File: src/rtl/scf_pkg.sv
`default_nettype none
// ----------------------------------------------------------------------------
// scf_pkg: shared types and constants of the I2C slave command framer
// Buffer geometry, event and result codes, queue sizing.
// ----------------------------------------------------------------------------
package scf_pkg;

    localparam int BYTE_W    = 8;
    localparam int BUF_DEPTH = 32;
    localparam int ADDR_W    = $clog2(BUF_DEPTH);
    // receive index saturates at BUF_DEPTH, so it needs one more code
    localparam int IDX_W     = $clog2(BUF_DEPTH + 1);
    localparam int READ_BIT  = 7;

    localparam int Q_DEPTH   = 4;
    localparam int Q_PTR_W   = $clog2(Q_DEPTH);
    localparam int Q_CNT_W   = $clog2(Q_DEPTH + 1);

    // event code on the input tuser
    typedef enum logic [1:0] {
        OP_ADDR = 2'd0,
        OP_RX   = 2'd1,
        OP_TX   = 2'd2,
        OP_NONE = 2'd3
    } t_op;

    // classified event held in the queue
    typedef enum logic [1:0] {
        EV_ADDR,
        EV_RX,
        EV_TX
    } t_evt_kind;

    typedef struct packed {
        t_evt_kind         kind;
        logic [BYTE_W-1:0] data;
    } t_evt;

    // result kind on the output tuser
    typedef enum logic [1:0] {
        OK_SEND  = 2'd0,
        OK_DONE  = 2'd1,
        OK_QUEUE = 2'd2
    } t_out_kind;

    typedef enum logic {
        ENG_IDLE,
        ENG_RUN
    } t_eng_state;

endpackage
`default_nettype wire

File: src/rtl/scf_front.sv
`default_nettype none
// ----------------------------------------------------------------------------
// scf_front: event intake
// Accepts input words, drops the unused event code, and queues the rest
// for the engine.
// ----------------------------------------------------------------------------
module scf_front (
    input  wire logic                       i_clk,
    input  wire logic                       i_rst_n,
    input  wire logic                       i_s_tvalid,
    output logic                            o_s_tready,
    input  wire logic [scf_pkg::BYTE_W-1:0] i_s_tdata,   // [7:0] rx_byte
    input  wire logic [1:0]                 i_s_tuser,   // [1:0] op
    output logic                            o_evt_valid,
    input  wire logic                       i_evt_ready,
    output scf_pkg::t_evt                   o_evt
);

    scf_pkg::t_evt                r_q [scf_pkg::Q_DEPTH];
    logic [scf_pkg::Q_PTR_W-1:0]  r_wptr, n_wptr;
    logic [scf_pkg::Q_PTR_W-1:0]  r_rptr, n_rptr;
    logic [scf_pkg::Q_CNT_W-1:0]  r_cnt,  n_cnt;

    logic          accept;
    logic          push;
    logic          pop;
    scf_pkg::t_evt evt_in;
    logic          evt_keep;

    always_comb begin
        evt_in.data = i_s_tdata;
        evt_in.kind = scf_pkg::EV_ADDR;
        evt_keep    = 1'b1;
        unique case (scf_pkg::t_op'(i_s_tuser))
            scf_pkg::OP_ADDR: evt_in.kind = scf_pkg::EV_ADDR;
            scf_pkg::OP_RX:   evt_in.kind = scf_pkg::EV_RX;
            scf_pkg::OP_TX:   evt_in.kind = scf_pkg::EV_TX;
            default:          evt_keep    = 1'b0;   // unused code: no effect
        endcase
    end

    assign o_s_tready  = (r_cnt != scf_pkg::Q_CNT_W'(scf_pkg::Q_DEPTH));
    assign accept      = i_s_tvalid && o_s_tready;
    assign push        = accept && evt_keep;
    assign o_evt_valid = (r_cnt != '0);
    assign o_evt       = r_q[r_rptr];
    assign pop         = o_evt_valid && i_evt_ready;

    always_comb begin
        n_wptr = push ? r_wptr + scf_pkg::Q_PTR_W'(1) : r_wptr;
        n_rptr = pop  ? r_rptr + scf_pkg::Q_PTR_W'(1) : r_rptr;
        n_cnt  = r_cnt;
        if (push && !pop) begin
            n_cnt = r_cnt + scf_pkg::Q_CNT_W'(1);
        end else if (pop && !push) begin
            n_cnt = r_cnt - scf_pkg::Q_CNT_W'(1);
        end
    end

    always_ff @(posedge i_clk) begin
        if (!i_rst_n) begin
            r_wptr <= '0;
            r_rptr <= '0;
            r_cnt  <= '0;
        end else begin
            r_wptr <= n_wptr;
            r_rptr <= n_rptr;
            r_cnt  <= n_cnt;
        end
    end

    always_ff @(posedge i_clk) begin
        if (push) begin
            r_q[r_wptr] <= evt_in;
        end
    end

endmodule
`default_nettype wire

File: src/rtl/scf_engine.sv
`default_nettype none
// ----------------------------------------------------------------------------
// scf_engine: frame state and result sequencer
// Applies one queued event at a time to the receive/transmit buffers and
// plays out completed frames into the output register, one word per cycle while the receiver takes each word.
// ----------------------------------------------------------------------------
module scf_engine (
    input  wire logic                       i_clk,
    input  wire logic                       i_rst_n,
    input  wire logic                       i_evt_valid,
    output logic                            o_evt_ready,
    input  wire scf_pkg::t_evt              i_evt,
    output logic                            o_m_tvalid,
    input  wire logic                       i_m_tready,
    output logic [scf_pkg::BYTE_W-1:0]      o_m_tdata,   // [7:0] data
    output logic [1:0]                      o_m_tuser,   // [1:0] kind
    output logic                            o_m_tlast
);

    localparam int ADDR_W = scf_pkg::ADDR_W;
    localparam int IDX_W  = scf_pkg::IDX_W;
    localparam int BW     = scf_pkg::BYTE_W;
    localparam int DEPTH  = scf_pkg::BUF_DEPTH;

    logic [BW-1:0]     r_rx_store [DEPTH];
    logic [BW-1:0]     r_tx_store [DEPTH];

    logic [IDX_W-1:0]  r_rx_idx, n_rx_idx;
    logic [ADDR_W-1:0] r_rx_cnt, n_rx_cnt;
    logic [ADDR_W-1:0] r_tx_idx, n_tx_idx;
    logic [ADDR_W-1:0] r_tx_cnt, n_tx_cnt;
    logic [BW-1:0]     r_cmd,    n_cmd;
    logic [ADDR_W-1:0] r_k,      n_k;

    scf_pkg::t_eng_state r_state, n_state;

    logic              r_out_valid, n_out_valid;
    scf_pkg::t_out_kind r_out_kind, n_out_kind;
    logic [BW-1:0]     r_out_data, n_out_data;
    logic              r_out_last, n_out_last;

    logic              out_free;
    logic              rx_in_range;
    logic              rx_at_len;
    logic              snap;
    logic [ADDR_W-1:0] rd_len;
    logic [ADDR_W-1:0] wr_len;
    logic [ADDR_W-1:0] cnt_sel;
    logic              frame_done;
    logic [BW-1:0]     tx_first;
    logic [ADDR_W-1:0] run_addr;

    logic              rx_wr_en;
    logic              fix_one;
    logic              copy_en;

    assign out_free    = !r_out_valid || i_m_tready;
    assign rx_in_range = (r_rx_idx < IDX_W'(DEPTH));
    assign rx_at_len   = (r_rx_idx == IDX_W'(1));
    assign snap        = rx_at_len && r_cmd[scf_pkg::READ_BIT];

    // length clamps: reads to DEPTH-1 bytes, writes to DEPTH-2 bytes
    assign rd_len = (i_evt.data > BW'(DEPTH - 1)) ? ADDR_W'(DEPTH - 1)
                                                   : i_evt.data[ADDR_W-1:0];
    assign wr_len = (i_evt.data > BW'(DEPTH - 2)) ? ADDR_W'(DEPTH - 2)
                                                   : i_evt.data[ADDR_W-1:0];

    always_comb begin
        cnt_sel = r_rx_cnt;
        if (rx_at_len) begin
            cnt_sel = r_cmd[scf_pkg::READ_BIT] ? '0 : wr_len;
        end
    end

    assign frame_done = rx_in_range &&
                        (IDX_W'(cnt_sel) + IDX_W'(2) == r_rx_idx + IDX_W'(1));

    // first transmit byte as it stands after the snapshot copy
    assign tx_first = (rd_len != '0) ? r_rx_store[1] : r_tx_store[0];
    assign run_addr = r_k + ADDR_W'(1);

    always_comb begin
        n_state     = r_state;
        n_k         = r_k;
        n_rx_idx    = r_rx_idx;
        n_rx_cnt    = r_rx_cnt;
        n_tx_idx    = r_tx_idx;
        n_tx_cnt    = r_tx_cnt;
        n_cmd       = r_cmd;
        n_out_valid = r_out_valid && !i_m_tready;
        n_out_kind  = r_out_kind;
        n_out_data  = r_out_data;
        n_out_last  = r_out_last;
        o_evt_ready = 1'b0;
        rx_wr_en    = 1'b0;
        fix_one     = 1'b0;
        copy_en     = 1'b0;

        unique case (r_state)
            scf_pkg::ENG_IDLE: begin
                o_evt_ready = out_free;
                if (i_evt_valid && out_free) begin
                    unique case (i_evt.kind)
                        scf_pkg::EV_ADDR: begin
                            n_rx_idx = '0;
                        end
                        scf_pkg::EV_TX: begin
                            n_out_valid = 1'b1;
                            n_out_last  = 1'b1;
                            if (r_tx_idx < r_tx_cnt) begin
                                n_out_kind = scf_pkg::OK_SEND;
                                n_out_data = r_tx_store[r_tx_idx];
                                n_tx_idx   = r_tx_idx + ADDR_W'(1);
                            end else begin
                                n_out_kind = scf_pkg::OK_DONE;
                                n_out_data = '0;
                            end
                        end
                        scf_pkg::EV_RX: begin
                            rx_wr_en = rx_in_range;
                            n_rx_cnt = cnt_sel;
                            if (r_rx_idx == '0) begin
                                n_cmd = i_evt.data;
                            end
                            if (snap) begin
                                copy_en     = 1'b1;
                                n_tx_cnt    = rd_len;
                                n_tx_idx    = ADDR_W'(1);
                                n_out_valid = 1'b1;
                                n_out_kind  = scf_pkg::OK_SEND;
                                n_out_data  = tx_first;
                                n_out_last  = !frame_done;
                            end
                            if (rx_in_range) begin
                                n_rx_idx = r_rx_idx + IDX_W'(1);
                            end
                            if (frame_done) begin
                                fix_one = 1'b1;
                                n_k     = '0;
                                n_state = scf_pkg::ENG_RUN;
                            end
                        end
                        default: ;
                    endcase
                end
            end
            scf_pkg::ENG_RUN: begin
                // command byte first, then receive bytes 2..count+1
                if (out_free) begin
                    n_out_valid = 1'b1;
                    n_out_kind  = scf_pkg::OK_QUEUE;
                    n_out_data  = (r_k == '0) ? r_cmd : r_rx_store[run_addr];
                    n_out_last  = (r_k == r_rx_cnt);
                    if (r_k == r_rx_cnt) begin
                        n_state = scf_pkg::ENG_IDLE;
                    end else begin
                        n_k = r_k + ADDR_W'(1);
                    end
                end
            end
            default: n_state = scf_pkg::ENG_IDLE;
        endcase
    end

    always_ff @(posedge i_clk) begin
        if (!i_rst_n) begin
            r_state     <= scf_pkg::ENG_IDLE;
            r_k         <= '0;
            r_rx_idx    <= '0;
            r_rx_cnt    <= '0;
            r_tx_idx    <= '0;
            r_tx_cnt    <= '0;
            r_cmd       <= '0;
            r_out_valid <= 1'b0;
            r_out_kind  <= scf_pkg::OK_SEND;
            r_out_data  <= '0;
            r_out_last  <= 1'b0;
        end else begin
            r_state     <= n_state;
            r_k         <= n_k;
            r_rx_idx    <= n_rx_idx;
            r_rx_cnt    <= n_rx_cnt;
            r_tx_idx    <= n_tx_idx;
            r_tx_cnt    <= n_tx_cnt;
            r_cmd       <= n_cmd;
            r_out_valid <= n_out_valid;
            r_out_kind  <= n_out_kind;
            r_out_data  <= n_out_data;
            r_out_last  <= n_out_last;
        end
    end

    // buffers reset to zero; completion rewrites entry 1 after the data write
    always_ff @(posedge i_clk) begin
        if (!i_rst_n) begin
            for (int i = 0; i < DEPTH; i++) begin
                r_rx_store[i] <= '0;
                r_tx_store[i] <= '0;
            end
        end else begin
            if (rx_wr_en) begin
                r_rx_store[r_rx_idx[ADDR_W-1:0]] <= i_evt.data;
            end
            if (fix_one) begin
                r_rx_store[1] <= r_rx_store[0];
            end
            if (copy_en) begin
                for (int i = 0; i < DEPTH - 1; i++) begin
                    if (ADDR_W'(i) < rd_len) begin
                        r_tx_store[i] <= r_rx_store[i + 1];
                    end
                end
            end
        end
    end

    assign o_m_tvalid = r_out_valid;
    assign o_m_tdata  = r_out_data;
    assign o_m_tuser  = r_out_kind;
    assign o_m_tlast  = r_out_last;

endmodule
`default_nettype wire

File: src/rtl/i2c_slave_command_framer.sv
`default_nettype none
// ----------------------------------------------------------------------------
// i2c_slave_command_framer: slave-side I2C command framer
// Input stream: one word per bus event. tuser = event (0 address match,
//   1 byte received, 2 transmit byte requested, 3 ignored), tdata = byte.
// Output stream: tuser = kind (0 byte to send, 1 transmit finished,
//   2 frame byte to queue), tdata = byte, tlast on the final word of an event.
// Byte 0 of a frame is the command, byte 1 the length. A read command
//   (bit 7 set) snapshots receive bytes into the transmit buffer and sends
//   the first at once; a frame completion plays out command plus data.
// With an empty queue and a free output, an event passes through the event
//   queue before its first word is loaded into the output register.
// The engine handles one event per cycle while the output is free; an event
//   that completes a frame holds it while the queue run drains one word per
//   cycle that the receiver accepts. A 4-deep event queue in front keeps
//   accepting input meanwhile; tready drops only when that queue is full.
// Reset (synchronous, active low) clears the queue, both 32-byte buffers,
//   all indexes and the output register.
// A stalled receiver holds the output word; the engine waits, the queue fills.
// ----------------------------------------------------------------------------
module i2c_slave_command_framer (
    input  wire logic                       i_clk,
    input  wire logic                       i_rst_n,
    input  wire logic                       i_s_tvalid,
    output logic                            o_s_tready,
    input  wire logic [scf_pkg::BYTE_W-1:0] i_s_tdata,   // [7:0] rx_byte
    input  wire logic [1:0]                 i_s_tuser,   // [1:0] op
    output logic                            o_m_tvalid,
    input  wire logic                       i_m_tready,
    output logic [scf_pkg::BYTE_W-1:0]      o_m_tdata,   // [7:0] data
    output logic [1:0]                      o_m_tuser,   // [1:0] kind
    output logic                            o_m_tlast
);

    logic          evt_valid;
    logic          evt_ready;
    scf_pkg::t_evt evt;

    scf_front u_front (
        .i_clk       (i_clk),
        .i_rst_n     (i_rst_n),
        .i_s_tvalid  (i_s_tvalid),
        .o_s_tready  (o_s_tready),
        .i_s_tdata   (i_s_tdata),
        .i_s_tuser   (i_s_tuser),
        .o_evt_valid (evt_valid),
        .i_evt_ready (evt_ready),
        .o_evt       (evt)
    );

    scf_engine u_engine (
        .i_clk       (i_clk),
        .i_rst_n     (i_rst_n),
        .i_evt_valid (evt_valid),
        .o_evt_ready (evt_ready),
        .i_evt       (evt),
        .o_m_tvalid  (o_m_tvalid),
        .i_m_tready  (i_m_tready),
        .o_m_tdata   (o_m_tdata),
        .o_m_tuser   (o_m_tuser),
        .o_m_tlast   (o_m_tlast)
    );

endmodule
`default_nettype wire

File: config.mk
export PLATFORM = sky130hd
export DESIGN_NAME = i2c_slave_command_framer
export DESIGN_NICKNAME = d
export VERILOG_FILES = /design/src/rtl/scf_pkg.sv /design/src/rtl/scf_front.sv /design/src/rtl/scf_engine.sv /design/src/rtl/i2c_slave_command_framer.sv
export SDC_FILE = /design/constraint.sdc
export NUM_CORES = 1
export LEC_CHECK = 0
export BUFFER_PORTS_ARGS = -buffer_cell sky130_fd_sc_hd__buf_2
export CAP_MARGIN = 20
export CORE_MARGIN = 10
export CORE_UTILIZATION = 63
export DETAILED_ROUTE_END_ITERATION = 10
export PLACE_DENSITY = 0.85
export SYNTH_ARGS = -nofsm -noshare
export SYNTH_HDL_FRONTEND = slang
export SYNTH_SLANG_ARGS = --single-unit
File: constraint.sdc
create_clock -name i_clk -period 5.1 [get_ports i_clk]
set_input_delay 1.275 -clock i_clk [delete_from_list [all_inputs] [get_ports i_clk]]
set_output_delay 1.275 -clock i_clk [all_outputs]
set_load 0.005 [all_outputs]
==> impl_metrics.json <==
{
  "antennaDiodeCount": 0,
  "worst_setup_path_end_kind": "flop",
  "worst_r2r_path_depth": 14,
  "netlist.area_leader.share": 0.482,
  "drive_gt1_frac": 0.181,
  "clk_pin_slew_ns": 0.06,
  "core_area_um2": 43100,
  "setup_viol": 0,
  "area_delta_synth_final_pct": 10.3,
  "cp_max_fo": 13,
  "synth-warning-count": 0,
  "reg2reg_setup_slack_ns": 0.25,
  "route.vias.total": 18634,
  "num-fill-cells": 2713,
  "crit_arrival_ns": 5.19,
  "antenna_found_initial": 3,
  "reg2reg_from": "u_engine.r_rx_idx[0]$_SDFFE_PN0P_",
  "nets": 2142,
  "critical_path_class": "reg -> reg",
  "wl_um": 78600,
  "drt-initial-drc-count": 2491,
  "hold_path_depth": 2,
  "synth.net_count": 2114,
  "ys_seq_area_frac": 0.603,
  "dr.pass1.iters": 6,
  "synthTopCellsByArea": "edfxtp_1, mux4_2, dfxtp_1, and2_1, nor2_1",
  "rows": 76,
  "min_delay_worst_endpoint": "u_engine.o_m_tuser[1]$_SDFFE_PN0P_",
  "status": "finished, final reports clean",
  "cts_tree": "yes",
  "min_period_over_period": 0.951,
  "grt_max_degree": 73,
  "ys_ff_latch": 605,
  "syn_avg_cell_area_um2": 13.2,
  "rsz0062_at_grt": "false",
  "synthArstFlopShare": 0,
  "final_hold_viol_count": 0,
  "fin_crit_ns": 4.85,
  "start_kind": "flop",
  "rr_endpoint": "u_engine.r_rx_store[1][2]$_DFFE_PP_",
  "drtAntennaViolNets": 0,
  "fmax_ghz": 0.206,
  "syn-instance-count": 2079,
  "start_util": 0.636,
  "synth-edff-count": 440,
  "grtUsageTotal": 0.297,
  "routedWlPerCell_um": 28.7,
  "hp-class": "reg -> reg",
  "port_buffers": 26,
  "netlist_area_um2": 27400,
  "min_from": "u_engine.o_m_tuser[1]$_SDFFE_PN0P_",
  "ys.flop_type": "edfxtp_1",
  "ir_worst_vdd_v": 0.000463,
  "ioPinCount": 27,
  "grt_pass1_wl_um": 116000,
  "die_x_um": 229,
  "dieArea_um2": 52300,
  "cap_violations": 0,
  "slew_headroom": 0.291,
  "pwr_density_cell_nw_per_um2": 411,
  "fp.dieH_um": 229,
  "worstPathRequired_ns": 5.44,
  "worst_clock_skew_ns": 0.0214,
  "cts_sinks": 605,
  "holdWs_ns": 0.475,
  "drc": 0,
  "setup_tns_ns": 0,
  "leakage_nw": 10.6,
  "cts_root_buf": "clkbuf_16",
  "cts_made_buffers": 58,
  "grt_pass1_vias": 18091,
  "grt_overflow_total": 0,
  "clockBufferDepth": 3,
  "worst_pin_slew_ns": 1.05,
  "yosysTopAreaCell": "edfxtp_1",
  "cts.htree.levels": 2,
  "gp_congestion": 1.03,
  "clock_latency_ns": 0.63,
  "hpwl_um": 55500,
  "drv_slew": 0,
  "synthDistinctLibCells": 66,
  "viasPerCell": 6.80
}
[synthesized netlist by cell type, drive strengths merged, types with 8 or more instances]
cell / instances
buf: 29
nand3: 26
o211ai: 11
edfxtp: 440
nor4: 16
nor2: 226
and3: 20
dfxtp: 165
ha: 20
a21o: 9
a211oi: 8
nor2b: 10
xnor2: 9
mux4: 161
o221a: 8
mux2i: 59
nand2: 194
inv: 19
o21ai: 159
mux2: 8
xor2: 13
nor3: 20
a21oi: 35
and2: 239
clkbuf: 108
[through the flow]
stage | total power (W) | utilization | cells | area, µm² | setup slack [ns]
3_3_place_gp | 0.00807 | 0.658 | 2630 | 28300 | 0.240
6_report | 0.0124 | 0.702 | 2740 | 30200 | 0.251
3_5_place_dp | 0.00814 | 0.658 | 2630 | 28300 | 0.162
5_1_grt | 0.0127 | 0.702 | 2740 | 30200 | 0.0285
4_1_cts | 0.0123 | 0.701 | 2738 | 30200 | 0.160
2_1_floorplan | 0.00727 | - | 2079 | 27400 | 0.496
[area by class of cell]
type                    count  area [µm²]  share of cell area
clock buffers              85        1620              0.0537
clock inverters            23         248             0.00819
inverters                  20        75.1             0.00248
multi-input cells        1317       10300               0.341
flip-flops and latches    605       16500               0.547
well taps                 585         732              0.0242
repair buffers            105         721              0.0238
[critical path, cell delays in order (launching register included)]
cell	delay, ns
dfxtp_1	0.52
ha_1	0.33
or4b_4	0.58
or3_4	0.45
o2bb2ai_1	0.26
ha_1	0.25
xor2_1	0.18
xnor2_1	0.16
or3b_2	0.46
a32o_1	0.23
nor3_1	0.26
nand4_4	0.17
buf_4	0.27
o221ai_1	0.23
buf_4	0.22
[cells in the final DEF, fill, tap and decap left out, types with 5 or more instances in the layout]
cell and n:
nand2_1 194, clkinv_1 8, xor2_1 13, o221a_2 8, mux2i_1 59, nor2_1 225, mux4_2 161, a21o_1 9
buf_4 78, and2_1 239, and3_1 20, bufinv_16 5, o21ai_0 156, nor4_1 12, clkinvlp_4 5, a21oi_1 35
o21a_1 7, mux2_2 8, inv_1 19, clkbuf_16 59, nand4_1 6, nor2b_1 10, o211ai_1 11, clkinv_2 5
clkbuf_8 5, edfxtp_1 440, ha_1 19, a31oi_1 5, nor3_1 18, xnor2_1 7, nand3_1 26, dfxtp_1 162
o22ai_1 5, buf_2 27, a211oi_1 8, or3_1 6, clkbuf_1 21
[worst max path at each step]
stage | cells past startpoint | slack, ns | end | startpoint
2_1_floorplan | 15 | 0.50 | u_engine.r_rx_store[1][0]$_DFFE_PP_ | u_engine.r_rx_idx[1]$_SDFFE_PN0P_
3_3_place_gp | 14 | 0.24 | u_engine.r_rx_store[1][5]$_DFFE_PP_ | u_engine.r_rx_idx[0]$_SDFFE_PN0P_
3_5_place_dp | 14 | 0.16 | u_engine.r_rx_store[1][5]$_DFFE_PP_ | u_engine.r_rx_idx[0]$_SDFFE_PN0P_
4_1_cts | 14 | 0.16 | u_engine.r_rx_store[1][5]$_DFFE_PP_ | u_engine.r_rx_idx[0]$_SDFFE_PN0P_
5_1_grt | 14 | 0.03 | u_engine.r_rx_store[2][0]$_SDFFCE_PN0P_ | u_engine.r_rx_idx[0]$_SDFFE_PN0P_
6_report | 14 | 0.25 | u_engine.r_rx_store[1][2]$_DFFE_PP_ | u_engine.r_rx_idx[0]$_SDFFE_PN0P_
[metal layers]
metal / track usage / up-vias / share of wire
li1: - / 7735 / -
met3: 0.0788 / 227 / 0.14
met2: 0.450 / 1485 / 0.45
met1: 0.399 / 9185 / 0.36
met4: 0.134 / 2 / 0.048
met5: 0 / - / 0.00014
[logic make-up after synthesis]
| group | share of synthesized area |
|---|---|
| buf+inv | 0.0229 |
| fa+ha+maj | 0.00986 |
| simple gates | 0.140 |
| compound gates | 0.0599 |
| mux | 0.157 |
| xor+xnor | 0.00730 |
| flops | 0.603 |
[registers in the layout (all words and copies together), names as in the netlist, 2 cells and up, named ones only]
signal	cells
u_engine.r_tx_store	248
u_engine.r_rx_idx	6
u_front.r_wptr	2
u_engine.r_cmd	8
u_front.r_cnt	3
u_engine.r_tx_idx	5
u_engine.r_rx_cnt	5
u_engine.r_k	5
u_engine.o_m_tdata	8
u_front.r_q	40
u_engine.r_tx_cnt	5
u_engine.o_m_tuser	2
u_front.r_rptr	2
u_engine.r_rx_store	256
[power by group]
group / switching, W / total (W) / internal [W]
clock network: 0.00184 / 0.00430 / 0.00245
registers: 0.000225 / 0.00574 / 0.00551
logic: 0.00158 / 0.00239 / 0.000807
[timing repair]
action,4_1_cts,5_1_grt
gates resized for setup,0,2
hold buffers,0,0
endpoints found under the setup margin,0,50
buffers inserted,0,0
No activity file was read; power rests on OpenSTA's default activity.
